===== src/rtl/hsl2rgb_pkg.sv =====
// ============================================================================
// hsl2rgb_pkg
// Shared widths, stage indexes and control types for the HSL to RGB pipeline.
// ============================================================================
package hsl2rgb_pkg;

    // Input and output field widths
    localparam int IN_W  = 17;
    localparam int OUT_W = 8;

    // Full scale of the 0..360 inputs in Q.8 (360 * 256)
    localparam int IN_MAX = 92160;

    // Default fraction width of the internal fixed point
    localparam int FRAC_BITS_DEF = 16;

    // Pipeline stages
    localparam int NUM_STAGES   = 6;
    localparam int ST_NORM_MUL  = 0;   // clamp and reciprocal multiply
    localparam int ST_NORM_FIX  = 1;   // quotient correction
    localparam int ST_MIX       = 2;   // temporaries and hue offsets
    localparam int ST_PREP      = 3;   // segment select and slope operand
    localparam int ST_MUL       = 4;   // slope multiply
    localparam int ST_OUT       = 5;   // interpolate, scale, clamp

    typedef logic [OUT_W-1:0] chan_byte_t;

    // Pipeline control from the stage controller to the datapath
    typedef struct packed {
        logic [NUM_STAGES-1:0] load;    // stage register takes new data
        logic [NUM_STAGES-1:0] valid;   // stage register holds an item
    } hsl2rgb_ctl_t;

endpackage


===== src/rtl/hsl2rgb_norm.sv =====
// ============================================================================
// hsl2rgb_norm
// Clamps a Q.8 value on the 0..360 scale and normalizes it to 0..1 with
// FRAC_BITS fraction bits: reciprocal multiply, then a one-step correction.
// ============================================================================
module hsl2rgb_norm #(
    parameter int FRAC_BITS = hsl2rgb_pkg::FRAC_BITS_DEF
) (
    input  logic                           aclk,
    input  logic [1:0]                     load,
    input  logic [hsl2rgb_pkg::IN_W-1:0]   x,
    output logic [FRAC_BITS:0]             v
);

    localparam int IN_W   = hsl2rgb_pkg::IN_W;
    localparam int V_W    = FRAC_BITS + 1;
    localparam int PROD_W = IN_W + V_W;
    localparam int N_W    = IN_W + FRAC_BITS;

    // floor(2^(FRAC_BITS+IN_W) / full scale), fits in V_W bits
    localparam longint unsigned RECIP =
        (64'd1 << (FRAC_BITS + IN_W)) / hsl2rgb_pkg::IN_MAX;
    localparam logic [V_W-1:0]  RECIP_C  = V_W'(RECIP);
    localparam logic [IN_W-1:0] IN_MAX_C = IN_W'(hsl2rgb_pkg::IN_MAX);
    localparam logic [N_W-1:0]  IN_MAX_N = N_W'(hsl2rgb_pkg::IN_MAX);

    logic [IN_W-1:0]   xc;
    logic [PROD_W-1:0] prod;
    logic [IN_W-1:0]   xc_reg;
    logic [V_W-1:0]    q_est_reg;
    logic [N_W-1:0]    numer;
    logic [N_W-1:0]    back;
    logic [N_W-1:0]    rem;
    logic              fix;
    logic [V_W-1:0]    v_reg;

    // Stage 1: saturate and multiply by the reciprocal
    assign xc   = (x > IN_MAX_C) ? IN_MAX_C : x;
    assign prod = PROD_W'(xc) * PROD_W'(RECIP_C);

    always_ff @(posedge aclk) begin
        if (load[0]) begin
            xc_reg    <= xc;
            q_est_reg <= prod[PROD_W-1:IN_W];
        end
    end

    // Stage 2: estimate is exact or one low; the remainder decides
    assign numer = {xc_reg, {FRAC_BITS{1'b0}}};
    assign back  = N_W'(q_est_reg) * IN_MAX_N;
    assign rem   = numer - back;
    assign fix   = (rem >= IN_MAX_N);

    always_ff @(posedge aclk) begin
        if (load[1]) begin
            v_reg <= q_est_reg + V_W'(fix);
        end
    end

    assign v = v_reg;

endmodule


===== config.mk =====
export PLATFORM = sky130hd
export DESIGN_NAME = hsl2rgb_norm
export DESIGN_NICKNAME = d
export VERILOG_FILES = /design/src/rtl/hsl2rgb_pkg.sv /design/src/rtl/hsl2rgb_norm.sv
export SDC_FILE = /design/constraint.sdc
export NUM_CORES = 1
export LEC_CHECK = 0
export ABC_AREA = 1
export ABC_CLOCK_PERIOD_IN_PS = 8100
export BUFFER_PORTS_ARGS = -buffer_cell sky130_fd_sc_hd__buf_2
export CORE_ASPECT_RATIO = 0.7
export CORE_UTILIZATION = 55
export CTS_BUF_LIST = sky130_fd_sc_hd__clkbuf_8 sky130_fd_sc_hd__clkbuf_16
export CTS_CLUSTER_SIZE = 14
export DETAILED_ROUTE_END_ITERATION = 6
export GPL_TIMING_DRIVEN = 0
export PLACE_DENSITY = 0.72
export REMOVE_ABC_BUFFERS = 1
export SYNTH_ARGS = -nofsm -noshare
export SYNTH_HDL_FRONTEND = slang
export SYNTH_SLANG_ARGS = --single-unit
export TNS_END_PERCENT = 10

===== constraint.sdc =====
create_clock -name aclk -period 8.1 [get_ports aclk]
set_input_delay 0.81 -clock aclk [delete_from_list [all_inputs] [get_ports aclk]]
set_output_delay 0.81 -clock aclk [all_outputs]
set_load 0.02 [all_outputs]

==> summary.json <==
{
  "core-area_sq_um": 16600,
  "worst-path-buf-inv": 4,
  "min_delay_path_depth": 1,
  "grt_first_pass_wirelength_mm": 35.9,
  "hold_path_end": "v[8]",
  "nFillCells": 1513,
  "unrepaired_setup_endpoints_after_global_routing": "false",
  "vias": 7316,
  "largest_fanout_on_the_critical_path": 15,
  "detailedPlacementHpwl_mm": 19.2,
  "total_die_area_sq_um": 17900,
  "gp_routability_congestion": 0.920,
  "cts_post_setup_buffers_inserted": 0,
  "drcViolationCount": 1,
  "ant_nets": 0,
  "worst_slew_pin_slew_ns": 0.896,
  "path_cells": "buf_2 > nor4_1 > nand3_1 > a21oi_1 > o21ai_0 > nand2_1 > inv_1 > nor2_1 > ha_1 > inv_1 > fa_1 > inv_1 > fa_1 > fa_1 > fa_1 > fa_1 > ha_1 > a21oi_1 > a21boi_0 > o21ai_0 > a221oi_1 > nand2_1 > xor2_1",
  "relSlewSlack": 0.400,
  "cpMaxStageDelayCell": "sky130_fd_sc_hd__fa_1",
  "setup.worst_path.start": "x[8]",
  "cts-htree-levels": 2,
  "layout_min_cycle_time_ns": 7.02,
  "launch_point_of_the_worst_reg_to_reg_path": "q_est_reg[2]",
  "clock_sinks": 51,
  "viasPerCell": 5.27,
  "post_synth_num_cell_types": 48,
  "synth-seq-area-share": 0.161,
  "finalClockSkew_ns": 0.00841,
  "multiInputGateArea_sq_um": 6990,
  "r2r_slack_ns": 1.46,
  "postSynthAreaPerCell_sq_um": 8.49,
  "synth_warnings": 0,
  "drt-total-wl_mm": 21.4,
  "fin_nets": 1456,
  "setup_viol_count_final": 0,
  "cap_violations": 0,
  "grt_start_max_net_pins": 35,
  "clk_pin_slew_worst_setup_hold_paths_ns": 0.07,
  "antenna_found_initial": 0,
  "worst_path_dominant_cell_family": "adder cells",
  "synthCells": 1121,
  "drive_gt1_frac": 0.0645,
  "worst_slack_ns": 1.08,
  "ys_ff_latch": 51,
  "cts_buffer_depth": 2,
  "core.rowCount": 39,
  "syn-cell-area_sq_um": 9520,
  "start_util": 0.572,
  "groute.usage.overall": 0.256,
  "detail_route.wl_per_cell_um": 15.4,
  "worst-endpoint-arrival_ns": 7.06,
  "synth-edff-count": 51,
  "fp.dieW_um": 159,
  "cp.required_ns": 8.14,
  "post_cts_resize_count": 0,
  "cts_tree": "built",
  "post_cts_hold_buffer_count": 0,
  "synth_top_cell_area_share": 0.233,
  "synthFlopType": "sky130_fd_sc_hd__edfxtp_1",
  "port_buffers": 36,
  "min_period_over_period": 0.867,
  "drt_iter0_markers": 595,
  "overflow": 0,
  "critical-path-top-cell-by-count": "sky130_fd_sc_hd__fa_1",
  "area_delta_synth_final_pct": 6.28,
  "violations": "design-rule violations",
  "timing.hold.worst.start": "q_est_reg[8]",
  "min-delay-path-class": "register to register",
  "run_status": "finished, violations left",
  "detailedRoute.firstPassIterationCount": 7,
  "end_kind": "register",
  "boundaryPins": 37,
  "layout.cell_area.non_filler_sq_um": 10100,
  "antenna_diode_count": 0,
  "setup.worst_path.start_class": "primary input",
  "capturing_point_of_the_worst_reg2reg_path": "v[15]",
  "number_of_global_route_vias_before_repair": 7149,
  "clock_tree.root_cell": "sky130_fd_sc_hd__clkbuf_16",
  "upper_clock_frequency_limit_ghz": 0.142,
  "placement.cell_area_sq_um": 9970,
  "path_class": "primary input to register",
  "synth.top_cells.by_area": "sky130_fd_sc_hd__ha_1 (23%), sky130_fd_sc_hd__fa_1 (21%), sky130_fd_sc_hd__edfxtp_1 (16%), sky130_fd_sc_hd__inv_1 (10%), sky130_fd_sc_hd__nand2_1 (6.5%)",
  "dieHeight_um": 112,
  "drv_slew": 0,
  "totalNegativeSetupSlack_ns": 0,
  "postSynth.asyncResetShare": 0,
  "insertion_delay_ns": 0.30,
  "timing.final.hold_violations": 0,
  "number_of_buffers_created_by_cts": 5,
  "timing.reg2reg.worst_path_depth": 35,
  "worst_setup_slack_post_dpl_ns": 0.879,
  "ff_latch_area_sq_um": 1530,
  "crit_path_largest_cell_delay_ns": 0.69,
  "yosys.area.top_type": "sky130_fd_sc_hd__ha_1"
}
==> metrics by stage <==
stage	utilization	hold WS, ns	cells
after floorplan	-	0.602	1118
after global placement	0.599	0.709	1379
after detailed placement	0.599	0.726	1379
after CTS	0.608	0.734	1387
after global routing	0.608	0.737	1387
final	0.608	0.740	1387
==> cells in the mapped netlist (all sizes together), types with 2 or more instances <==
cell type  number
nand4          14
a31o            3
a21oi          63
o211ai          2
fa             98
inv           263
nand2         169
xor2           39
a31oi           5
edfxtp         51
nor4            5
xnor2          17
o21ai          37
clkbuf          2
nor2           78
a21o           15
ha            177
nand3          44
a21boi          7
nor3            8
o21bai          5
o21a            2
nand3b          4
and3            3
and2            3
==> area by class of cell <==
type / instances / area share
multi-input cells: 804 / 0.691
flip-flops and latches: 51 / 0.151
inverters: 263 / 0.0975
well taps: 225 / 0.0278
repair buffers: 36 / 0.0178
clock buffers: 5 / 0.0124
clock inverters: 3 / 0.00223
==> metal layers <==
layer,GRT usage,up-vias,share of wire
met2,0.383,189,0.42
met3,0.0296,17,0.060
met1,0.398,3421,0.51
met5,0,-,0
li1,-,3689,-
met4,0.0506,0,0.012
==> cell usage in the layout, fill, tap and decap left out, drive strengths merged, types with 3 or more instances in the layout <==
cell / count
inv: 264
ha: 177
nand2: 169
fa: 98
nor2: 78
a21oi: 63
edfxtp: 51
nand3: 44
xor2: 39
o21ai: 37
buf: 36
xnor2: 17
a21o: 15
nand4: 14
nor3: 8
a21boi: 7
nor4: 5
a31oi: 5
o21bai: 5
clkbuf: 5
nand3b: 4
a31o: 3
and2: 3
and3: 3
==> cells by family after synthesis <==
group	after synthesis	share of synthesized area
DFF	51	0.161
AOI/OAI and AO/OA	143	0.0892
xor gates and xnor gates	56	0.0515
and+or+nand+nor	330	0.155
buffers and inverters	266	0.105
adders and majority gates	275	0.439
==> worst max path at each step <==
| stage | end | slack (ns) | depth (start not counted) |
|---|---|---|---|
| 2_1_floorplan | q_est_reg[12] | 1.94 | 22 |
| 3_3_place_gp | q_est_reg[13] | 0.90 | 27 |
| 3_5_place_dp | q_est_reg[12] | 0.88 | 23 |
| 4_1_cts | q_est_reg[12] | 1.18 | 23 |
| 5_1_grt | q_est_reg[12] | 0.68 | 23 |
| 6_report | q_est_reg[12] | 1.08 | 23 |
Power is not shown: default switching activity piles up to over one toggle a cycle in this logic, so the estimate is an artifact.
