$ cat src/rtl/hsl2rgb_pkg.sv
// ============================================================================
// hsl2rgb_pkg
// Shared widths, stage indexes and control types for the HSL to RGB pipeline.
// ============================================================================
package hsl2rgb_pkg;

    // Input and output field widths
    localparam int IN_W  = 17;
    localparam int OUT_W = 8;

    // Full scale of the 0..360 inputs in Q.8 (360 * 256)
    localparam int IN_MAX = 92160;

    // Default fraction width of the internal fixed point
    localparam int FRAC_BITS_DEF = 16;

    // Pipeline stages
    localparam int NUM_STAGES   = 6;
    localparam int ST_NORM_MUL  = 0;   // clamp and reciprocal multiply
    localparam int ST_NORM_FIX  = 1;   // quotient correction
    localparam int ST_MIX       = 2;   // temporaries and hue offsets
    localparam int ST_PREP      = 3;   // segment select and slope operand
    localparam int ST_MUL       = 4;   // slope multiply
    localparam int ST_OUT       = 5;   // interpolate, scale, clamp

    typedef logic [OUT_W-1:0] chan_byte_t;

    // Pipeline control from the stage controller to the datapath
    typedef struct packed {
        logic [NUM_STAGES-1:0] load;    // stage register takes new data
        logic [NUM_STAGES-1:0] valid;   // stage register holds an item
    } hsl2rgb_ctl_t;

endpackage

$ cat src/rtl/hsl2rgb_mix.sv
// ============================================================================
// hsl2rgb_mix
// Forms the two HSL temporaries from lightness and saturation and the three
// hue positions (+1/3, 0, -1/3) wrapped once into 0..1.
// ============================================================================
module hsl2rgb_mix #(
    parameter int FRAC_BITS = hsl2rgb_pkg::FRAC_BITS_DEF
) (
    input  logic                        aclk,
    input  logic                        load,
    input  logic [FRAC_BITS:0]          hue,
    input  logic [FRAC_BITS:0]          sat,
    input  logic [FRAC_BITS:0]          lum,
    output logic signed [FRAC_BITS+2:0] t1,
    output logic signed [FRAC_BITS+2:0] t2,
    output logic [FRAC_BITS:0]          t_red,
    output logic [FRAC_BITS:0]          t_green,
    output logic [FRAC_BITS:0]          t_blue
);

    localparam int V_W = FRAC_BITS + 1;
    localparam int S_W = FRAC_BITS + 3;
    localparam int P_W = 2 * V_W;

    localparam logic [V_W-1:0] ONE   = V_W'(64'd1 << FRAC_BITS);
    localparam logic [V_W-1:0] HALF  = V_W'(64'd1 << (FRAC_BITS - 1));
    localparam logic [V_W-1:0] THIRD = V_W'((64'd1 << FRAC_BITS) / 3);

    logic [P_W-1:0]        ls_prod;
    logic [V_W-1:0]        ls;
    logic signed [S_W-1:0] lum_s;
    logic signed [S_W-1:0] sat_s;
    logic signed [S_W-1:0] ls_s;
    logic signed [S_W-1:0] t2_c;
    logic signed [S_W-1:0] t1_c;
    logic [V_W:0]          hue_up;
    logic [V_W-1:0]        red_c;
    logic [V_W-1:0]        blue_c;

    logic signed [S_W-1:0] t1_reg;
    logic signed [S_W-1:0] t2_reg;
    logic [V_W-1:0]        red_reg;
    logic [V_W-1:0]        green_reg;
    logic [V_W-1:0]        blue_reg;

    // Temporaries; zero lightness or saturation falls out as black or grey
    assign ls_prod = P_W'(lum) * P_W'(sat);
    assign ls      = ls_prod[FRAC_BITS +: V_W];
    assign lum_s   = $signed({2'b00, lum});
    assign sat_s   = $signed({2'b00, sat});
    assign ls_s    = $signed({2'b00, ls});
    assign t2_c    = (lum < HALF) ? (lum_s + ls_s) : (lum_s + sat_s - ls_s);
    assign t1_c    = (lum_s <<< 1) - t2_c;

    // Hue offsets, wrapped once
    assign hue_up = {1'b0, hue} + {1'b0, THIRD};
    assign red_c  = (hue_up > {1'b0, ONE}) ? V_W'(hue_up - {1'b0, ONE}) : V_W'(hue_up);
    assign blue_c = (hue < THIRD) ? V_W'({1'b0, hue} + {1'b0, ONE} - {1'b0, THIRD})
                                  : (hue - THIRD);

    always_ff @(posedge aclk) begin
        if (load) begin
            t1_reg    <= t1_c;
            t2_reg    <= t2_c;
            red_reg   <= red_c;
            green_reg <= hue;
            blue_reg  <= blue_c;
        end
    end

    assign t1      = t1_reg;
    assign t2      = t2_reg;
    assign t_red   = red_reg;
    assign t_green = green_reg;
    assign t_blue  = blue_reg;

endmodule

$ cat config.mk
export PLATFORM = sky130hd
export DESIGN_NAME = hsl2rgb_mix
export DESIGN_NICKNAME = d
export VERILOG_FILES = /design/src/rtl/hsl2rgb_pkg.sv /design/src/rtl/hsl2rgb_mix.sv
export SDC_FILE = /design/constraint.sdc
export NUM_CORES = 1
export LEC_CHECK = 0
export BUFFER_PORTS_ARGS = -buffer_cell sky130_fd_sc_hd__buf_4
export CORE_MARGIN = 1.5
export CORE_UTILIZATION = 60
export CTS_BUF_LIST = sky130_fd_sc_hd__clkbuf_8
export DETAILED_ROUTE_END_ITERATION = 6
export GPL_ROUTABILITY_DRIVEN = 0
export GPL_TIMING_DRIVEN = 0
export PLACE_DENSITY = 0.86
export SLEW_MARGIN = 20
export SYNTH_ARGS = -nofsm -noshare
export SYNTH_HDL_FRONTEND = slang
export SYNTH_SLANG_ARGS = --single-unit
export TNS_END_PERCENT = 50
$ cat constraint.sdc
create_clock -name aclk -period 27.1 [get_ports aclk]
set_input_delay 1.355 -clock aclk [delete_from_list [all_inputs] [get_ports aclk]]
set_output_delay 1.355 -clock aclk [all_outputs]
set_load 0.03 [all_outputs]
==> summary.md <==
| Metric | Value |
|---|---|
| Status | `complete, no violations` |
| Crit path time final | `12220 ps` |
| Cts hold-fix bufs | `0` |
| Initial core utilization | `0.610` |
| Post-synth EDFFs | `88` |
| Max_slew headroom | `0.289` |
| Total nets after synthesis | `2058` |
| Post-synthesis async set-or-reset flop share | `0` |
| WL/cell | `18.4 µm` |
| Min-Delay Path Class | `input port to flip-flop` |
| Clk slew on worst S/H paths | `110 ps` |
| Worst path max stage delay | `590 ps` |
| CTS Root Buffer Type | `clkbuf_8` |
| Finished Layout Cells | `2098` |
| Cts repair resizes | `0` |
| DRC Markers | `0` |
| Cells after DPL | `2079` |
| Share of layout cells above drive strength 1 | `0.105` |
| P&R area growth vs syn | `10.9%` |
| Post-synthesis average cell area | `9.52 µm²` |
| Grt ovf | `0` |
| Crit end category | `flip-flop` |
| Largest register FFs | `19` |
| First-pass GRT wire length | `61.8 mm` |
| Synthesized cell area | `15300 µm²` |
| Initial antenna violation count | `0` |
| Final hold vios | `0` |
| Boundary Pins | `142` |
| Clock sinks | `88` |
| Port-buffer cells | `141` |
| Die ar. | `26500 µm²` |
| Via count | `11900` |
| H-Tree Level Count | `3` |
| Cells after Synth | `1608` |
| Crit-path max FO | `10` |
| Chip Height | `163 µm` |
| Max Slew Vio Count | `0` |
| Startpoint types | `input port` |
| Slowest stage cell, crit path | `clkbuf_1` |
| Number of nets in the layout | `2210` |
| TritonCTS buffer count | `9` |
| Critical Path RT | `27220 ps` |
| Yosys cell types | `65` |
| CP most frequent cell | `fa_1` |
| Die W | `163 µm` |
| Critical Path AT | `12340 ps` |
| First-iteration detailed-routing DRC count | `966` |
| Largest net degree at the start of global routing | `89` |
| Setup TNS | `0 ps` |
| Synth Register Bits | `88` |
| Core area | `25100 µm²` |
| CTS tree | `built` |
| Via/cell ratio | `5.68` |
| Row cnt | `58` |
| Vias in the first global route | `12700` |
| Synth warn | `0` |
| Setup repair bufs after CTS | `0` |
| Final setup violation count | `0` |
| MaxCap Viol Count | `0` |
| Sequential fraction of the synthesis area | `0.173` |
| Kind of critical path | `input port to flip-flop` |
| Maximum clock insertion buffer count | `2` |
| Top FF cell, synth | `edfxtp_1` |
| Gr usage total | `0.302` |
| RSZ-0062 raised after global routing | `false` |
| Post-DP HPWL | `31.4 mm` |
| Fin crit share | `0.451` |
| 1st-pass router iterations | `6` |
| # fillers | `1905` |
| ANT nets after route | `0` |
| Drt total wl | `38.6 mm` |
| F_max | `81.8 MHz` |
| Least-Margin Pin Slew | `1070 ps` |
-- worst paths after layout --
| kind | end | from | cells past startpoint |
|---|---|---|---|
| worst max-delay path | t1[18]$_DFFE_PP_ | lum[15] | 40 |
| worst min-delay path | t_green[9]$_DFFE_PP_ | hue[9] | 1 |
-- metal layers --
layer | share of wire | routed length, µm | vias up | track usage
li1 | - | - | 5349 | -
met1 | 0.38 | 14500 | 5851 | 0.376
met2 | 0.48 | 18700 | 587 | 0.517
met3 | 0.097 | 3740 | 131 | 0.0519
met4 | 0.042 | 1630 | 0 | 0.133
met5 | 0 | 0 | - | 0
-- cell usage in the layout, fill, tap and decap left out, types with 5 or more instances in the layout --
master / Yosys / layout
nor4_1: 5 / 5
clkbuf_1: 52 / 52
and2_1: 127 / 127
xor2_1: 29 / 29
a31oi_1: 6 / 6
inv_1: 342 / 342
and3_1: 8 / 8
edfxtp_1: 88 / 88
mux2_2: 7 / 7
nand2_1: 191 / 191
o21ai_0: 31 / 31
a21o_1: 28 / 28
o21bai_1: 11 / 11
nand2b_1: 6 / 6
nor2b_1: 9 / 9
a21oi_1: 47 / 47
fa_1: 240 / 240
nor2_1: 43 / 43
clkbuf_8: 0 / 9
mux2i_1: 6 / 6
xnor2_1: 62 / 62
buf_4: 1 / 142
o21a_1: 22 / 22
o211ai_1: 6 / 6
nand3_1: 8 / 8
ha_1: 157 / 157
nor3_1: 13 / 13
-- metrics by stage --
| stage | util | hold slack, ps | setup slack (ps) | cell area (µm²) |
|---|---|---|---|---|
| after floorplan | - | 1450 | 16210 | 15300 |
| after CTS | 0.676 | 1140 | 15030 | 17000 |
| final | 0.677 | 1160 | 14880 | 17000 |
| after detailed placement | 0.669 | 1550 | 14650 | 16800 |
| after global routing | 0.676 | 1140 | 14520 | 17000 |
| after global placement | 0.669 | 1550 | 14870 | 16800 |
-- cells in the mapped netlist, drive strengths merged (3+ instances only) --
cell type	n	area, µm²
or2	3	18.8
a31oi	8	71.3
nor3	13	65.1
mux2i	6	60.1
a21oi	48	244
a211o	4	35.0
edfxtp	88	2640
and2	129	810
nand2b	6	37.5
clkbuf	52	195
inv	342	1280
o211ai	6	45.0
nor2	44	168
and3	8	50.1
o21ai	36	184
mux2	7	78.8
nor2b	9	56.3
o2111ai	4	41.3
fa	240	4800
xor2	29	254
or3	5	41.3
ha	157	1960
o21bai	11	82.6
a21o	28	210
a211oi	4	30.0
o21a	22	165
xnor2	62	543
nand3	8	40.0
o41ai	3	26.3
nor4	5	31.3
nand2	191	717
-- kinds of logic (layout without fill, tap and decap cells) --
kind of cell,Yosys count,count (layout),share of synthesized area
AO/OA/AOI/OAI,192,192,0.0887
XOR/XNOR,91,91,0.0520
adder cells (fa/ha/maj),397,397,0.442
buffers and inverters,396,553,0.0973
flip-flops,88,88,0.173
multiplexers,13,13,0.00907
other,0,3,0
AND/OR/NAND/NOR,431,431,0.138
-- worst max-delay path, delay by kind of cell --
kind / cells / cell delay (ps)
AO/OA/AOI/OAI: 11 / 2420
buffers and inverters: 7 / 1530
adder cells (fa/ha/maj): 10 / 4610
AND/OR/NAND/NOR: 8 / 1770
multiplexers: 1 / 110
XOR/XNOR: 3 / 500
-- area by class of cell --
class	instances	area, µm²	area share
buffer	54	206	0.0122
clock buffer	9	124	0.00729
inverter	342	1280	0.0756
antenna	3	7.51	0.000442
clock inverter	7	70.1	0.00412
tap	330	413	0.0243
multi-input combinational	1124	11200	0.658
sequential	88	2640	0.156
timing repair buffer	141	1060	0.0623
Power is not shown: default switching activity piles up to over one toggle a cycle in this logic, so the estimate is an artifact.
