File: config.mk
export PLATFORM = sky130hd
export DESIGN_NAME = hsl2rgb_ctrl
export DESIGN_NICKNAME = d
export VERILOG_FILES = /design/src/rtl/hsl2rgb_pkg.sv /design/src/rtl/hsl2rgb_ctrl.sv
export SDC_FILE = /design/constraint.sdc
export NUM_CORES = 1
export LEC_CHECK = 0
export BUFFER_PORTS_ARGS = -buffer_cell sky130_fd_sc_hd__buf_4
export CORE_AREA = 2 2 39 41
export DETAILED_ROUTE_END_ITERATION = 16
export DIE_AREA = 0 0 41 43
export PLACE_DENSITY = 0.44
export SLEW_MARGIN = 20
export SYNTH_ARGS = -nofsm -noshare
export SYNTH_HDL_FRONTEND = slang
export SYNTH_SLANG_ARGS = --single-unit
File: constraint.sdc
create_clock -name aclk -period 1.2 [get_ports aclk]
set_input_delay 0.12 -clock aclk [delete_from_list [all_inputs] [get_ports aclk]]
set_output_delay 0.12 -clock aclk [all_outputs]
set_load 0.05 [all_outputs]
File: src/rtl/hsl2rgb_pkg.sv
// ============================================================================
// hsl2rgb_pkg
// Shared widths, stage indexes and control types for the HSL to RGB pipeline.
// ============================================================================
package hsl2rgb_pkg;

    // Input and output field widths
    localparam int IN_W  = 17;
    localparam int OUT_W = 8;

    // Full scale of the 0..360 inputs in Q.8 (360 * 256)
    localparam int IN_MAX = 92160;

    // Default fraction width of the internal fixed point
    localparam int FRAC_BITS_DEF = 16;

    // Pipeline stages
    localparam int NUM_STAGES   = 6;
    localparam int ST_NORM_MUL  = 0;   // clamp and reciprocal multiply
    localparam int ST_NORM_FIX  = 1;   // quotient correction
    localparam int ST_MIX       = 2;   // temporaries and hue offsets
    localparam int ST_PREP      = 3;   // segment select and slope operand
    localparam int ST_MUL       = 4;   // slope multiply
    localparam int ST_OUT       = 5;   // interpolate, scale, clamp

    typedef logic [OUT_W-1:0] chan_byte_t;

    // Pipeline control from the stage controller to the datapath
    typedef struct packed {
        logic [NUM_STAGES-1:0] load;    // stage register takes new data
        logic [NUM_STAGES-1:0] valid;   // stage register holds an item
    } hsl2rgb_ctl_t;

endpackage

File: src/rtl/hsl2rgb_ctrl.sv
// ============================================================================
// hsl2rgb_ctrl
// Valid/ready control for the stage chain. Each stage loads when it is empty
// or its successor loads, so bubbles collapse under a stalled output.
// ============================================================================
module hsl2rgb_ctrl (
    input  logic                      aclk,
    input  logic                      aresetn,
    input  logic                      s_valid,
    output logic                      s_ready,
    output logic                      m_valid,
    input  logic                      m_ready,
    output hsl2rgb_pkg::hsl2rgb_ctl_t ctl
);

    localparam int N = hsl2rgb_pkg::NUM_STAGES;

    logic [N-1:0] valid_reg;
    logic [N-1:0] valid_next;
    logic [N:0]   rdy;
    logic [N-1:0] load;

    // Ready chain from the output back to the input
    always_comb begin
        rdy[N] = m_ready;
        for (int i = N - 1; i >= 0; i--) begin
            rdy[i] = !valid_reg[i] || rdy[i+1];
        end
    end

    // Next valid bits and load strobes
    always_comb begin
        valid_next[0] = rdy[0] ? s_valid : valid_reg[0];
        load[0]       = rdy[0] && s_valid;
        for (int i = 1; i < N; i++) begin
            valid_next[i] = rdy[i] ? valid_reg[i-1] : valid_reg[i];
            load[i]       = rdy[i] && valid_reg[i-1];
        end
    end

    always_ff @(posedge aclk) begin
        if (!aresetn) begin
            valid_reg <= '0;
        end else begin
            valid_reg <= valid_next;
        end
    end

    assign s_ready   = rdy[0];
    assign m_valid   = valid_reg[N-1];
    assign ctl.load  = load;
    assign ctl.valid = valid_reg;

endmodule

==> results of run 1 <==
metal layers:
| metal | vias up | wire, um | GRT usage (%) |
|---|---|---|---|
| li1 | 169 | - | - |
| met1 | 153 | 319 | 11.54 |
| met2 | 15 | 477 | 17.19 |
| met3 | 2 | 78 | 3.141 |
| met4 | 0 | 4 | 10.00 |
| met5 | - | 0 | 0 |
Yosys cell counts (2+ instances only):
master and number:
o21ai_0 3, nand2_1 4, nor2b_1 3, dfxtp_1 6, nand3_1 2, o21a_1 4
power groups by stage:
stage | Clock (mW) | Sequential (mW) | Combinational (mW)
2_1_floorplan | 0 | 0.230 | 0.0446
3_3_place_gp | 0 | 0.214 | 0.0903
3_5_place_dp | 0 | 0.214 | 0.0905
4_1_cts | 0.217 | 0.210 | 0.0963
5_1_grt | 0.225 | 0.206 | 0.111
6_report | 0.200 | 0.206 | 0.104
cells by family (layout without fill, tap and decap cells):
group / Yosys count / after routing / share of synthesized area, %
AO/OA/AOI/OAI: 9 / 9 / 20.17
buffers and inverters: 3 / 29 / 5.577
flip-flops: 6 / 6 / 41.20
AND/OR/NAND/NOR: 15 / 15 / 33.05
metrics by stage:
stage	TNS (ps)	total power [mW]	hold slack, ps	cell area, um2
6_report	-371.3	0.5104	87.58	609.3
5_1_grt	-707.7	0.5418	98.80	609.3
4_1_cts	-593.2	0.5240	76.76	555.5
3_5_place_dp	0	0.3049	339.4	484.2
3_3_place_gp	0	0.3042	331.2	484.2
2_1_floorplan	0	0.2751	228.5	341.6
what timing repair did:
action / in CTS / in global routing
pin swaps: 5 / 2
setup endpoints to repair: 6 / 7
buffers inserted: 3 / 3
gates resized for setup: 6 / 8
hold endpoints to repair: 0 / 0
critical path, stage by stage (launching register included):
cell and delay [ps]:
dfxtp_4 350, and4b_2 290, a31oi_4 140, buf_6 170
worst paths after layout:
path / start / to / slack (ps) / depth (start not counted)
setup / recovery: valid_reg[4]$_SDFFE_PN0P_ / ctl[7] / -120 / 3
setup reg to reg: valid_reg[4]$_SDFFE_PN0P_ / valid_reg[4]$_SDFFE_PN0P_ / 240 / 3
hold / removal: s_valid / valid_reg[0]$_SDFFE_PN0P_ / 90 / 3
hold reg to reg: valid_reg[0]$_SDFFE_PN0P_ / valid_reg[1]$_SDFFE_PN0P_ / 490 / 2
final cells by class:
class,count,area [um2],share of cell area [%]
clock buffer,4,26.28,4.312
timing repair buffer,24,210.2,34.50
multi-input combinational,24,209.0,34.29
sequential,6,140.1,23.00
tap,16,20.02,3.285
inverter,1,3.754,0.6160
==> impl_metrics.tcl, run 1 <==
set metrics [dict create \
    crit_arrival_ps 1200 \
    yosys.area.top_type "dfxtp_1" \
    criticalPathCategory "reg -> out" \
    setup_viol 5 \
    pwr-share-clk_pct 39.3 \
    drive_gt1_share_pct 71.19 \
    fillerInstances 144 \
    pwr-share-seq_pct 40.3 \
    grt_max_degree 10 \
    ys_async_sr_fraction_pct 0 \
    synth_edf_count 0 \
    finalWirelength_um 879 \
    final_core_utilization_pct 44.03 \
    cap_violations 0 \
    internal_power_mw 0.3640 \
    grt_use_total_pct 11.23 \
    leakage_nw 0.2936 \
    startpoint_type "register" \
    cts_tree "yes" \
    dr.pass1.iters 3 \
    final_common_cell "buf_4" \
    avgSynthCellArea_um2 8.834 \
    hold_viol 0 \
    boundaryPins 18 \
    drt_iter0_drc 2 \
    yosys-top-cells-area "dfxtp_1 41%, o21a_1 10%, nor2b_1 6.4%, o21ai_0 5.2%, nand2_1 5.2%" \
    synth_flop_cell "dfxtp_1" \
    netlist_instances 33 \
    cp_max_fo 4 \
    num_antenna_cells 0 \
    floorplan.die_area_um2 1763 \
    place.detailed.hpwl_um 589.6 \
    cts_sinks 6 \
    worst_slack_ps -124.9 \
    overflow 0 \
    relSlewSlack_pct 90.56 \
    grt_pass1_vias 287 \
    port_buffers 17 \
    die_h_um 43 \
    synth_top_cell_area_share_pct 41.20 \
    synth_cell_types 17 \
    grt_first_pass_wirelength_um 1262 \
    clk_pin_slew_ps 50 \
    synth_seq_cells 6 \
    post-place-ws_ps 71.40 \
    htreeDepth 1 \
    die_w_um 41 \
    yosys_warnings 0 \
    place.gp.congestion 0.6231 \
    worstSkewPairLatency_ps 240 \
    netlist_area_um2 291.5 \
    antenna_found_initial 0 \
    status "finished with violations" \
    syn2layout_area_growth_pct 109.0 \
    p_sw_share_pct 28.69 \
    synth_fp_nets 37 \
    endpoint_kind "output port" \
    wl_per_cell_um 11.72 \
    finalMaxSlewViolations 0 \
    cts_buffer_depth 2 \
    crit_required_ps 1080 \
    layout_min_cycle_time_ps 1325 \
    initial_utilization_pct 21.07 \
    largest_reg_flops 6 \
    comb_power_share_pct 20.5 \
    hold_path.class "in -> reg" \
    p_per_area_nw_per_um2 837.7 \
    rsz0062_at_grt "yes" \
    vias_per_cell 4.520 \
    switching_power_mw 0.1464 \
    fin_crit_sh_pct 110.4 \
    via_count 339 \
    seq_area_frac_synth_pct 41.20 \
    rows 14 \
    ant_nets 0 \
    cts_root_buf "clkbuf_4" \
    core_um2 1384 \
    violations "negative setup slack" \
    postCtsHoldBufs 0 \
    worst_pin_slew_ps 140.1 \
    finalNonFillerCells 75 \
    peakVddDrop_mv 0.4233 \
    fmax_mhz 754.8 \
    remaining_drc_errors 0 \
    dp.cells 65 \
    layout_common_cells "16 x buf_4, 8 x buf_6, 5 x dfxtp_4" \
    fin_skew_ps 3.317 \
    fin_nets 64 \
    cts-buffers-inserted 3 \
]
No activity file was read; power rests on OpenSTA's default activity.
==> inputs of run 2 (changes only) <==
Settings changed: RECOVER_POWER set to 100, REMOVE_ABC_BUFFERS set to 1.
==> run 2 against run 1 <==
  * The run still ends with negative setup slack left
  * Total power decreased by 4.4%
  * Worst setup slack improved by 12 ps
  * Critical endpoint unchanged
  * Sequential share of layout area increased by 1.2 points
  * Global-route usage decreased by 0.28 points
  * Final area decreased by 9.0%
  * Critical path type unchanged
  * Wire length decreased by 11%
  * Sequential cell count unchanged
  * Die area unchanged
  * Cell count decreased by 1.3%
  * First-iteration DRC count decreased by 100%
  * Clock power decreased by 7%
  * Combinational power decreased by 9%
==> impl_metrics.tcl, run 2 (same netlist as run 1, synthesis figures left out) <==
set metrics [dict create \
    post-place-ws_ps 40.13 \
    leakage_nw 0.2822 \
    setup_viol 5 \
    dr.pass1.iters 1 \
    grt_first_pass_wirelength_um 1235 \
    cp_max_fo 3 \
    drt_iter0_drc 0 \
    internal_power_mw 0.3471 \
    cap_violations 0 \
    cts_root_buf "clkbuf_4" \
    crit_arrival_ps 1190 \
    pwr-share-seq_pct 42.4 \
    vias_per_cell 4.432 \
    pwr-share-clk_pct 38.2 \
    criticalPathCategory "reg -> out" \
    violations "negative setup slack" \
    port_buffers 17 \
    r2r_cells 4 \
    startpoint_type "register" \
    boundaryPins 18 \
    worstHoldPathCells 3 \
    fillerInstances 159 \
    status "finished with violations" \
    drive_gt1_share_pct 63.79 \
    via_count 328 \
    fin_crit_sh_pct 109.4 \
    htreeDepth 1 \
    remaining_drc_errors 0 \
    cts_buffer_depth 2 \
    grt_max_degree 10 \
    worstSkewPairLatency_ps 240 \
    finalMaxSlewViolations 0 \
    fin_area_um2 554.3 \
    hold_viol 0 \
    finalWirelength_um 784 \
    grt_use_total_pct 10.95 \
    cts_sinks 6 \
    layout_min_cycle_time_ps 1313 \
    ff2ff_setup_slack_ps 170 \
    fmax_mhz 761.5 \
    largest_reg_flops 6 \
    regToRegStartpoint "valid_reg[4]$_SDFFE_PN0P_" \
    final_common_cell "buf_4" \
    switching_power_mw 0.1408 \
    fin_nets 64 \
    ant_nets 0 \
    num_antenna_cells 0 \
    placed_area_um2 441.7 \
    antenna_found_initial 0 \
    postCtsHoldBufs 0 \
    rsz0062_at_grt "yes" \
    layout_common_cells "9 x buf_4, 6 x clkbuf_2, 6 x buf_6" \
    endpoint_kind "output port" \
    hold_path.class "in -> reg" \
    dp.cells 66 \
    grt_pass1_vias 295 \
    die_h_um 43 \
    clk_pin_slew_ps 50 \
    cts_tree "yes" \
    hold_end "valid_reg[0]$_SDFFE_PN0P_" \
    floorplan.die_area_um2 1763 \
    p_per_area_nw_per_um2 880.2 \
    overflow 0 \
    rows 14 \
    peakVddDrop_mv 0.6163 \
    crit_required_ps 1080 \
    finalNonFillerCells 74 \
    relSlewSlack_pct 81.29 \
    die_w_um 41 \
    worst_slack_ps -113.3 \
    tns_ps -390.8 \
    hp-start "s_valid" \
    wl_per_cell_um 10.59 \
    comb_power_share_pct 19.4 \
    initial_utilization_pct 21.07 \
    p_sw_share_pct 28.85 \
    fin_skew_ps 1.556 \
    worst_pin_slew_ps 281.8 \
    cts-buffers-inserted 3 \
    syn2layout_area_growth_pct 90.13 \
    core_um2 1384 \
    r2r-end "valid_reg[4]$_SDFFE_PN0P_" \
    place.gp.congestion 0.6753 \
]
==> run 2: how the worst max path moves through the flow <==
| stage | start | to | slack (ps) | depth (start not counted) |
|---|---|---|---|---|
| after global placement | valid_reg[5]$_SDFFE_PN0P_ | s_ready | 70 | 3 |
| after floorplan | valid_reg[5]$_SDFFE_PN0P_ | ctl[8] | -1140 | 2 |
| after global routing | valid_reg[3]$_SDFFE_PN0P_ | ctl[7] | -150 | 3 |
| after detailed placement | valid_reg[5]$_SDFFE_PN0P_ | s_ready | 40 | 3 |
| final | valid_reg[3]$_SDFFE_PN0P_ | ctl[7] | -110 | 3 |
| after CTS | valid_reg[4]$_SDFFE_PN0P_ | ctl[10] | -130 | 4 |
==> run 2: layout make-up <==
type	instances	area [um2]	area share, %
inverter	1	3.754	0.6772
clock buffer	3	22.52	4.063
tap	16	20.02	3.612
sequential	6	133.9	24.15
timing repair buffer	24	195.2	35.21
multi-input combinational	24	178.9	32.28
==> run 2: metrics by stage <==
stage / utilization [%] / hold WS (ps) / power [mW]
after floorplan: - / 228.6 / 0.2691
final: 40.05 / 78.51 / 0.4879
after global routing: 40.05 / 90.12 / 0.5133
after detailed placement: 31.92 / 333.2 / 0.3051
after global placement: 31.92 / 339.7 / 0.3057
after CTS: 39.60 / 78.85 / 0.4967
==> run 2: worst max-delay path, cell delays in order, from the launching register on <==
cell and delay (ps):
dfxtp_4 350, and4b_1 240, a31oi_1 150, buf_4 220
==> run 2: power groups by stage <==
| stage | combinational [mW] | sequential [mW] | clock [mW] |
|---|---|---|---|
| 2_1_floorplan | 0.0347 | 0.234 | 0 |
| 5_1_grt | 0.100 | 0.207 | 0.206 |
| 4_1_cts | 0.0972 | 0.207 | 0.193 |
| 6_report | 0.0947 | 0.207 | 0.186 |
| 3_3_place_gp | 0.0901 | 0.216 | 0 |
| 3_5_place_dp | 0.0898 | 0.215 | 0 |
==> run 2: repair_timing <==
action                     in CTS  in global routing
pin swaps                       6                  3
setup buffers                   4                  1
setup endpoints to repair       7                  7
gates resized for setup        18                  5
==> run 2: per-layer routing <==
layer  GRT usage, %  wire, um  vias to the layer above
met2          17.19       382                       18
met5              0         0                        -
li1               -         -                      168
met4          4.000         0                        0
met3          8.377        89                        0
met1          10.32       312                      142
