[config.mk]
export PLATFORM = sky130hd
export DESIGN_NAME = hsl2rgb_chan
export DESIGN_NICKNAME = d
export VERILOG_FILES = /design/src/rtl/hsl2rgb_pkg.sv /design/src/rtl/hsl2rgb_chan.sv
export SDC_FILE = /design/constraint.sdc
export NUM_CORES = 1
export LEC_CHECK = 0
export BUFFER_PORTS_ARGS = -buffer_cell sky130_fd_sc_hd__buf_2
export CORE_ASPECT_RATIO = 2
export CORE_MARGIN = 4
export CORE_UTILIZATION = 50
export CTS_CLUSTER_DIAMETER = 80
export DETAILED_ROUTE_END_ITERATION = 6
export PLACE_DENSITY = 0.66
export SYNTH_ARGS = -nofsm -noshare
export SYNTH_HDL_FRONTEND = slang
export SYNTH_SLANG_ARGS = --single-unit
[constraint.sdc]
create_clock -name aclk -period 15.6 [get_ports aclk]
set_clock_uncertainty 0.15 [all_clocks]
set_input_delay 4.68 -clock aclk [delete_from_list [all_inputs] [get_ports aclk]]
set_output_delay 4.68 -clock aclk [all_outputs]
set_load 0.02 [all_outputs]
[src/rtl/hsl2rgb_pkg.sv]
// ============================================================================
// hsl2rgb_pkg
// Shared widths, stage indexes and control types for the HSL to RGB pipeline.
// ============================================================================
package hsl2rgb_pkg;

    // Input and output field widths
    localparam int IN_W  = 17;
    localparam int OUT_W = 8;

    // Full scale of the 0..360 inputs in Q.8 (360 * 256)
    localparam int IN_MAX = 92160;

    // Default fraction width of the internal fixed point
    localparam int FRAC_BITS_DEF = 16;

    // Pipeline stages
    localparam int NUM_STAGES   = 6;
    localparam int ST_NORM_MUL  = 0;   // clamp and reciprocal multiply
    localparam int ST_NORM_FIX  = 1;   // quotient correction
    localparam int ST_MIX       = 2;   // temporaries and hue offsets
    localparam int ST_PREP      = 3;   // segment select and slope operand
    localparam int ST_MUL       = 4;   // slope multiply
    localparam int ST_OUT       = 5;   // interpolate, scale, clamp

    typedef logic [OUT_W-1:0] chan_byte_t;

    // Pipeline control from the stage controller to the datapath
    typedef struct packed {
        logic [NUM_STAGES-1:0] load;    // stage register takes new data
        logic [NUM_STAGES-1:0] valid;   // stage register holds an item
    } hsl2rgb_ctl_t;

endpackage

[src/rtl/hsl2rgb_chan.sv]
// ============================================================================
// hsl2rgb_chan
// One color channel: piecewise interpolation between the temporaries at a
// hue position, then scaling by 255 with floor and clamp to a byte.
// ============================================================================
module hsl2rgb_chan #(
    parameter int FRAC_BITS = hsl2rgb_pkg::FRAC_BITS_DEF
) (
    input  logic                        aclk,
    input  logic [2:0]                  load,
    input  logic signed [FRAC_BITS+2:0] t1,
    input  logic signed [FRAC_BITS+2:0] t2,
    input  logic [FRAC_BITS:0]          t,
    output hsl2rgb_pkg::chan_byte_t     chan
);

    localparam int V_W  = FRAC_BITS + 1;
    localparam int S_W  = FRAC_BITS + 3;
    localparam int M_W  = FRAC_BITS + 4;
    localparam int P_W  = S_W + V_W + 1;
    localparam int C_W  = S_W + 1;
    localparam int SC_W = C_W + 9;

    localparam logic [V_W-1:0] SIXTH      = V_W'((64'd1 << FRAC_BITS) / 6);
    localparam logic [V_W-1:0] HALF       = V_W'(64'd1 << (FRAC_BITS - 1));
    localparam logic [V_W-1:0] TWO_THIRDS = V_W'((64'd2 << FRAC_BITS) / 3);
    localparam logic [M_W-1:0] SIX        = M_W'(6);

    typedef enum logic [1:0] {
        SEG_RISE,
        SEG_HIGH,
        SEG_FALL,
        SEG_LOW
    } seg_t;

    // Stage A signals
    seg_t                  seg_c;
    logic [M_W-1:0]        m_c;
    seg_t                  seg_a_reg;
    logic [V_W-1:0]        m_a_reg;
    logic signed [S_W-1:0] d_a_reg;
    logic signed [S_W-1:0] t1_a_reg;
    logic signed [S_W-1:0] t2_a_reg;

    // Stage B signals
    logic signed [P_W-1:0] prod;
    logic signed [P_W-1:0] prod_sh;
    seg_t                  seg_b_reg;
    logic signed [S_W-1:0] q_b_reg;
    logic signed [S_W-1:0] t1_b_reg;
    logic signed [S_W-1:0] t2_b_reg;

    // Stage C signals
    logic signed [C_W-1:0]  c;
    logic signed [SC_W-1:0] scaled;
    logic signed [SC_W-1:0] b;
    hsl2rgb_pkg::chan_byte_t byte_c;
    hsl2rgb_pkg::chan_byte_t chan_reg;

    // Stage A: pick the segment and the slope operand
    always_comb begin
        if (t < SIXTH) begin
            seg_c = SEG_RISE;
            m_c   = M_W'(t) * SIX;
        end else if (t < HALF) begin
            seg_c = SEG_HIGH;
            m_c   = '0;
        end else if (t < TWO_THIRDS) begin
            seg_c = SEG_FALL;
            m_c   = M_W'(TWO_THIRDS - t) * SIX;
        end else begin
            seg_c = SEG_LOW;
            m_c   = '0;
        end
    end

    always_ff @(posedge aclk) begin
        if (load[0]) begin
            seg_a_reg <= seg_c;
            m_a_reg   <= m_c[V_W-1:0];
            d_a_reg   <= t2 - t1;
            t1_a_reg  <= t1;
            t2_a_reg  <= t2;
        end
    end

    // Stage B: slope times offset, floored
    assign prod    = P_W'(d_a_reg) * P_W'($signed({1'b0, m_a_reg}));
    assign prod_sh = prod >>> FRAC_BITS;

    always_ff @(posedge aclk) begin
        if (load[1]) begin
            seg_b_reg <= seg_a_reg;
            q_b_reg   <= prod_sh[S_W-1:0];
            t1_b_reg  <= t1_a_reg;
            t2_b_reg  <= t2_a_reg;
        end
    end

    // Stage C: component value, then floor(255 * c) clamped to a byte
    always_comb begin
        case (seg_b_reg) inside
            SEG_RISE, SEG_FALL: c = C_W'(t1_b_reg) + C_W'(q_b_reg);
            SEG_HIGH:           c = C_W'(t2_b_reg);
            default:            c = C_W'(t1_b_reg);
        endcase
    end

    assign scaled = (SC_W'(c) <<< 8) - SC_W'(c);
    assign b      = scaled >>> FRAC_BITS;

    always_comb begin
        if (b[SC_W-1]) begin
            byte_c = '0;
        end else if (b > SC_W'(255)) begin
            byte_c = '1;
        end else begin
            byte_c = b[hsl2rgb_pkg::OUT_W-1:0];
        end
    end

    always_ff @(posedge aclk) begin
        if (load[2]) begin
            chan_reg <= byte_c;
        end
    end

    assign chan = chan_reg;

endmodule

==> impl_metrics.yaml, run 1 <==
status:
  outcome: "complete, no violations"
logic_synthesis:
  ys_dominant_reg_cell: "edfxtp_1"
  cell_accounting_for_the_most_synthesized_area: "fa_1"
  total_standard_cell_area_after_synthesis_sq_um: 20180
  netlist_instances: 2050
  avgSynthCellArea_sq_um: 9.842
  async_flop_share_pct: 0
  postSynthRegisterBits: 142
  ys_types: 76
  synth-warning-count: 0
  synth.top_cells.by_area: "fa_1 (29%), edfxtp_1 (21%), ha_1 (13%)"
  syn_nets: 2610
  yosysSeqAreaShare_pct: 21.13
  synth_enable_flop_cells: 142
  netlist.area_leader.share_pct: 29.47
grt:
  antenna_found_initial: 0
  overflow: 0
  grt_max_degree: 60
  grt_pass1_wl_mm: 77.40
  number_of_global_route_vias_before_repair: 15650
  gr-usage-all-layers_pct: 22.79
floorplanning:
  boundaryPins: 67
  start_util_pct: 50.83
  die_area_sq_um: 43820
  num_rows: 103
  die_w_um: 150.0
  floorplan.die.height_um: 292.1
  design.core.area_sq_um: 39690
timing:
  timing.final.max_slew_violations: 0
  setup_tns_ps: 0
  timing.slew.headroom_pct: 31.93
  final-hold-violation-count: 0
  setup_viol_count_final: 0
  rsz0062_at_grt: "no"
  fin_crit_ps: 8024
  timing.final.crit_share_pct: 51.43
  worst_slack_ps: 7576
  worst_slew_pin_slew_ps: 1021
  fmax_mhz: 124.6
worst_setup_path:
  endpoint_kind: "flop"
  crit_arrival_ps: 8070
  r2r_start: "d_a_reg[6]"
  critPathRequiredTime_ps: 15650
  r2r_setup_slack_ps: 8050
  criticalPathCategory: "in -> reg"
  r2r-end: "q_b_reg[17]"
  cp_max_fo: 3
  capturing_element_of_the_worst_setup_path: "d_a_reg[18]"
  worst_setup_path_startpoint: "t2[0]"
  worstRegToRegCells: 23
  crit_start_category: "primary input"
final_layout:
  post_route_cells_drive_above_1_share_pct: 6.521
  final_util_pct: 54.30
  layout.filler_cells: 3604
  leading_cell_type_in_the_layout_fill_and_taps_excluded: "inv_1"
  area.growth.synth_to_final_pct: 6.834
  final_nets: 2648
  instances_no_fill: 2626
  final_cell_mix: "inv_1 (459), fa_1 (297), ha_1 (204), nand2_1 (197), and2_1 (154)"
  antennaDiodeCount: 0
clocking:
  cts_root_buffer: "clkbuf_16"
  clock_tree_from_tritoncts: "yes"
  holdBufCountCts: 0
  post-cts-setup-buffer-count: 0
  cts_clock_pin_slew_for_the_worst_setup_and_hold_paths_ps: 70
  cts_sinks: 142
  clock_tree.buffer_depth: 2
  cts_resized: 0
  num_cts_buffers: 17
  htree_levels: 4
  insertion_delay_ps: 450
routing:
  postRouteAntennaNets: 0
  vias: 14280
  viasPerCell: 5.438
  drt_wl_total_mm: 48.24
  drt_iter0_drc: 620
  avgRoutedWirePerCell_um: 18.37
  drt_pass_1_iters: 5
  drt_drc_violations_left: 0
placement:
  half_perimeter_wire_length_of_the_detailed_placement_result_mm: 39.57
  dp.cells: 2594
  port_buffers: 66
  gp_congestion: 0.8951
  pre_cts_slack_ps: 6973
flow_run:
  drv_cap: 0
min_path:
  worst_hold_path_type: "reg -> reg"
kinds of logic after synthesis:
group                      share of synthesized area (%)
buffers and inverters                              9.885
adders and majority gates                          42.12
and+or+nand+nor                                    11.99
AOI/OAI and AO/OA                                  9.054
DFF                                                21.13
xor gates and xnor gates                           4.645
muxes                                              1.172
synthesized netlist by cell type, drive strengths merged, types with 4 or more instances:
library cell,count
mux2i,18
a21oi,66
o21a,17
fa,297
nor2,60
nor2b,10
and2,155
nand2,197
o21ai,39
buf,5
ha,204
inv,459
or3,4
a21o,22
clkbuf,57
o21bai,21
o211ai,11
and3,8
o22ai,17
a211oi,12
nand2b,8
nor3,11
nand4,8
nand3,12
edfxtp,142
xor2,24
o31a,4
xnor2,83
a31oi,20
a21boi,10
area by class of cell:
type	instances	area [sq um]	share of cell area [%]
Tap cell	525	656.9	3.048
Timing Repair Buffer	81	445.4	2.067
Sequential cell	142	4264	19.78
Clock buffer	19	432.9	2.008
Multi-Input combinational cell	1387	13920	64.57
Inverter	459	1723	7.993
Clock inverter	13	115.1	0.5340
per-stage QoR:
step | instance area, sq um | hold WS [ps]
final | 21550 | 265.1
after floorplan | 20180 | 250.3
after global placement | 21010 | 251.5
after CTS | 21550 | 265.8
after detailed placement | 21010 | 254.5
after global routing | 21550 | 273.5
how the worst min path moves through the flow:
stage	endpoint	from	depth (start not counted)
2_1_floorplan	seg_b_reg[0]	seg_a_reg[0]	0
4_1_cts	t1_b_reg[17]	t1_a_reg[17]	0
6_report	t1_b_reg[17]	t1_a_reg[17]	0
5_1_grt	t1_b_reg[16]	t1_a_reg[16]	0
3_5_place_dp	t1_b_reg[16]	t1_a_reg[16]	0
3_3_place_gp	t2_b_reg[15]	t2_a_reg[15]	0
critical path, stage by stage:
cell	delay [ps]
buf_2	110
inv_1	50
ha_1	180
fa_1	220
nor2b_1	50
o21ai_0	300
a21boi_0	190
o21ai_0	240
a21boi_0	150
o21ai_0	310
a21boi_0	230
o31a_1	330
o41a_1	360
a41o_1	270
o41ai_1	300
xnor2_1	110
routing by layer:
layer	part of all wire [%]	track usage, %
met3	3.2	2.158
met4	6.1	13.36
met2	58	45.20
met1	33	21.93
met5	0	0
Power of run 1 is left out: the tool's default activity adds up to more than one toggle a clock period on the data nets, which glitch-free logic cannot reach.
==> run 2, diff against run 1 <==
ABC_AREA = 1   (was unset)
PLACE_DENSITY = 0.69   (was 0.66)
clock period = 6.7 ns   (was 15.6 ns; I/O delays follow)
==> impl_metrics.yaml, run 2 <==
status:
  outcome: "complete, no violations"
floorplanning:
  boundaryPins: 67
  design.core.area_sq_um: 42440
  die_w_um: 154.3
  die_area_sq_um: 46390
  num_rows: 107
  start_util_pct: 50.45
  floorplan.die.height_um: 300.6
logic_synthesis:
  syn_nets: 3180
  netlist.area_leader.share_pct: 27.77
  postSynthRegisterBits: 142
  leading_post_synthesis_cells_by_instance_count: "inv_1 (698), nand2_1 (600), fa_1 (297), ha_1 (204), edfxtp_1 (142)"
  netlist_instances: 2620
  yosysSeqAreaShare_pct: 19.92
  synth-warning-count: 0
  async_flop_share_pct: 0
  synth.top_cells.by_area: "fa_1 (28%), edfxtp_1 (20%), inv_1 (12%)"
  ys_dominant_reg_cell: "edfxtp_1"
  cell_accounting_for_the_most_synthesized_area: "fa_1"
  ys_types: 48
  avgSynthCellArea_sq_um: 8.171
  total_standard_cell_area_after_synthesis_sq_um: 21410
  post-synth-top-count-cell: "inv_1"
  synth_enable_flop_cells: 142
clocking:
  insertion_delay_ps: 450
  num_cts_buffers: 17
  cts_clock_pin_slew_for_the_worst_setup_and_hold_paths_ps: 70
  htree_levels: 4
  clock_tree_from_tritoncts: "yes"
  cts_root_buffer: "clkbuf_16"
  holdBufCountCts: 0
  cts_sinks: 142
  clock_tree.buffer_depth: 2
worst_setup_path:
  slowest_delay_ps: 560
  worst_path_dominant_cell_family: "adder cells"
  cp_max_fo: 10
  critPathRequiredTime_ps: 6740
  crit_start_category: "flop"
  crit_arrival_ps: 6530
  r2r_setup_slack_ps: 210
  crit_slowest_cell: "fa_1"
  critical_path.most_common_cell: "fa_1"
  endpoint_kind: "flop"
  critical_path.n_buffers_inverters: 5
  criticalPathCategory: "reg -> reg"
routing:
  drt_drc_violations_left: 0
  vias: 16990
  drt_pass_1_iters: 5
  drt_iter0_drc: 692
  viasPerCell: 5.239
  avgRoutedWirePerCell_um: 17.62
  postRouteAntennaNets: 0
  drt_wl_total_mm: 57.13
timing:
  fin_worst_hold_slack_ps: 267.6
  timing.slew.headroom_pct: 30.81
  setup_viol_count_final: 0
  final-hold-violation-count: 0
  setup_tns_ps: 0
  worst_slew_pin_slew_ps: 1038
  fin_crit_ps: 6490
  fmax_mhz: 154.1
  timing.final.crit_share_pct: 96.86
  timing.final.max_slew_violations: 0
grt:
  overflow: 0
  grt_pass1_wl_mm: 91.76
  antenna_found_initial: 0
  number_of_global_route_vias_before_repair: 18850
  grt_max_degree: 65
  gr-usage-all-layers_pct: 25.41
final_layout:
  leading_cell_type_in_the_layout_fill_and_taps_excluded: "inv_1"
  antennaDiodeCount: 0
  design_area_sq_um: 23150
  final_cell_mix: "inv_1 (698), nand2_1 (600), fa_1 (297), ha_1 (204), edfxtp_1 (142)"
  final_nets: 3244
  post_route_cells_drive_above_1_share_pct: 7.267
  area.growth.synth_to_final_pct: 8.147
placement:
  port_buffers: 66
  gp_congestion: 0.9576
  half_perimeter_wire_length_of_the_detailed_placement_result_mm: 48.71
  detailed_place.area_sq_um: 22480
min_path:
  worst_hold_path_type: "reg -> reg"
flow_run:
  drv_cap: 0
## run 2: cell types whose count changed after synthesis, moves of 39 or more
cell and delta:
nand3_1 +71, nor2_1 +39, a21oi_1 +68, inv_1 +239, xnor2_1 -57, nand2_1 +403
and2_1 -152
## run 2: cell type report
class	count	area, sq um
Clock inverter	15	176.4
Inverter	708	2660
Sequential cell	142	4264
Timing Repair Buffer	122	753.2
Tap cell	545	681.9
Fill cell	3973	19290
Multi-Input combinational cell	1693	14190
Clock buffer	17	425.4
## run 2: logic make-up after synthesis
kind of cell               after synthesis  synth area share, %
buffers and inverters                  785                13.84
muxes                                    2               0.1052
and+or+nand+nor                        858                16.62
DFF                                    142                19.92
AOI/OAI and AO/OA                      246                6.312
adders and majority gates              501                39.69
xor gates and xnor gates                86                3.518
## run 2: final timing paths
check	cells after the start	startpoint	to
min	0	t1_a_reg[8]	t1_b_reg[8]
max reg2reg	26	m_a_reg[7]	q_b_reg[17]
min reg2reg	0	t1_a_reg[8]	t1_b_reg[8]
max	26	m_a_reg[7]	q_b_reg[17]
## run 2: what timing repair did
item                                    CTS  global route
gates resized for setup                   0             2
endpoints found under the setup margin    0             5
buffers inserted                          0             8
## run 2: through the flow
stage                     setup WS (ps)  instances  utilization, %
after floorplan                   552.0       2620               -
after global placement            282.7       3202           52.97
after detailed placement          107.8       3202           52.97
after CTS                         92.37       3234           54.39
after global routing             -128.4       3242           54.56
final                             210.3       3242           54.56
## run 2: layer usage
layer | routed length [um] | global-route usage (%) | part of all wire, % | vias up
met5 | 0 | 0 | 0 | -
met4 | 4252 | 16.50 | 7.4 | 0
met3 | 1801 | 2.733 | 3.2 | 209
met2 | 32420 | 50.76 | 57 | 477
met1 | 18660 | 23.54 | 33 | 8273
li1 | - | - | - | 8026
Power of run 2 is left out for the same reason.
==> run 3, diff against run 2 <==
PLACE_DENSITY = 0.66   (was 0.69)
clock period = 7 ns   (was 6.7 ns; I/O delays follow)
==> impl_metrics.yaml, run 3 (synthesis gave the netlist of run 2 again) <==
final_layout:
  design_area_sq_um: 23030
  area.growth.synth_to_final_pct: 7.592
  sequential_standard_cell_area_sq_um: 4264
  final_nets: 3234
  final_cell_mix: "inv_1 (698), nand2_1 (600), fa_1 (297), ha_1 (204), edfxtp_1 (142)"
  layout.filler_cells: 3993
  instances_no_fill: 3232
  antennaDiodeCount: 0
  leading_cell_type_in_the_layout_fill_and_taps_excluded: "inv_1"
  post_route_cells_drive_above_1_share_pct: 6.736
  area_of_combinational_cells_with_multiple_inputs_sq_um: 14190
timing:
  timing.final.crit_share_pct: 96.71
  timing.slew.headroom_pct: 40.22
  final-hold-violation-count: 0
  worst_slew_pin_slew_ps: 896.7
  timing.final.max_slew_violations: 0
  setup_viol_count_final: 0
  setup_tns_ps: 0
  fmax_mhz: 147.7
  rsz0062_at_grt: "no"
  fin_crit_ps: 6770
worst_setup_path:
  criticalPathCategory: "reg -> reg"
  endpoint_kind: "flop"
  crit_arrival_ps: 6820
  crit_start_category: "flop"
  critPathRequiredTime_ps: 7050
  cp_max_fo: 9
clocking:
  num_cts_buffers: 17
  htree_levels: 4
  insertion_delay_ps: 460
  cts_sinks: 142
  cts_root_buffer: "clkbuf_16"
  clock_tree.buffer_depth: 2
  clock_tree_from_tritoncts: "yes"
  cts_clock_pin_slew_for_the_worst_setup_and_hold_paths_ps: 70
routing:
  avgRoutedWirePerCell_um: 18.93
  drt_wl_total_mm: 61.17
  postRouteAntennaNets: 0
  drt_drc_violations_left: 0
  drt_pass_1_iters: 5
  vias: 17140
  viasPerCell: 5.304
  drt_iter0_drc: 1088
placement:
  half_perimeter_wire_length_of_the_detailed_placement_result_mm: 52.03
  detailed_place.area_sq_um: 22420
  dp.cells: 3190
  gp_congestion: 0.9712
  port_buffers: 66
floorplanning:
  floorplan.die.height_um: 300.6
  boundaryPins: 67
  design.core.area_sq_um: 42440
  die_area_sq_um: 46390
  die_w_um: 154.3
  num_rows: 107
  start_util_pct: 50.45
grt:
  antenna_found_initial: 0
  grt_max_degree: 60
  gr-usage-all-layers_pct: 27.10
  grt_pass1_wl_mm: 96.21
  overflow: 0
  number_of_global_route_vias_before_repair: 18790
min_path:
  worst_hold_path_type: "reg -> reg"
flow_run:
  drv_cap: 0
status:
  outcome: "complete, no violations"
run 3: changes by cell type in the layout (fill, tap and decap cells not counted), moves of 2 or more:
cell / before / now
buf_12: 0 / 2
buf_4: 57 / 45
clkinv_1: 0 / 3
clkinv_8: 3 / 0
inv_6: 3 / 6
inv_8: 3 / 1
run 3: what timing repair did:
item / CTS / global route
gates resized for setup: 0 / 1
buffers inserted: 0 / 10
hold buffers: 0 / 0
endpoints found under the setup margin: 0 / 7
run 3: layout make-up:
type                            count  area share, %
Clock buffer                       18          1.863
Sequential cell                   142          18.51
Clock inverter                     14         0.4671
Multi-Input combinational cell   1693          61.60
Inverter                          708          11.55
Tap cell                          545          2.960
Timing Repair Buffer              112          3.053
run 3: path summary, 6_finish.rpt:
kind,start,to,slack [ps],cells past startpoint
max,d_a_reg[5],q_b_reg[14],230,22
min,t1_a_reg[11],t1_b_reg[11],270,0
max reg2reg,d_a_reg[5],q_b_reg[14],230,22
min reg2reg,t1_a_reg[11],t1_b_reg[11],270,0
run 3: metrics by stage:
| stage | setup WS [ps] | utilization, % | hold slack (ps) |
|---|---|---|---|
| detailed placement | 161.6 | 52.82 | 254.5 |
| global route | 60.76 | 54.28 | 272.8 |
| floorplan | 852.0 | - | 250.3 |
| finish | 230.3 | 54.28 | 267.2 |
| CTS | 144.8 | 54.08 | 267.9 |
| global placement | 247.1 | 52.82 | 250.5 |
run 3: worst max-delay path, cell delays in order (launching register included):
cell and delay [ps]:
edfxtp_1 620, nand2_1 150, inv_1 60, fa_1 540, inv_1 60, fa_1 560
fa_1 440, fa_1 500, inv_1 70, fa_1 540, inv_1 60, fa_1 530
inv_1 40, ha_1 320, a21oi_1 140, o21ai_0 80, a21oi_1 260, a21boi_0 500
o21ai_0 280, nand3_1 120, nand2_1 120, a211oi_1 270, xnor2_1 100
run 3: layer usage:
layer	wire length, um	vias to the layer above	global-route usage (%)
met2	34670	519	54.30
met4	5656	0	19.68
met3	1966	259	2.790
met1	18880	8354	24.09
li1	-	8009	-
met5	0	-	0
Power of run 3 is left out for the same reason.
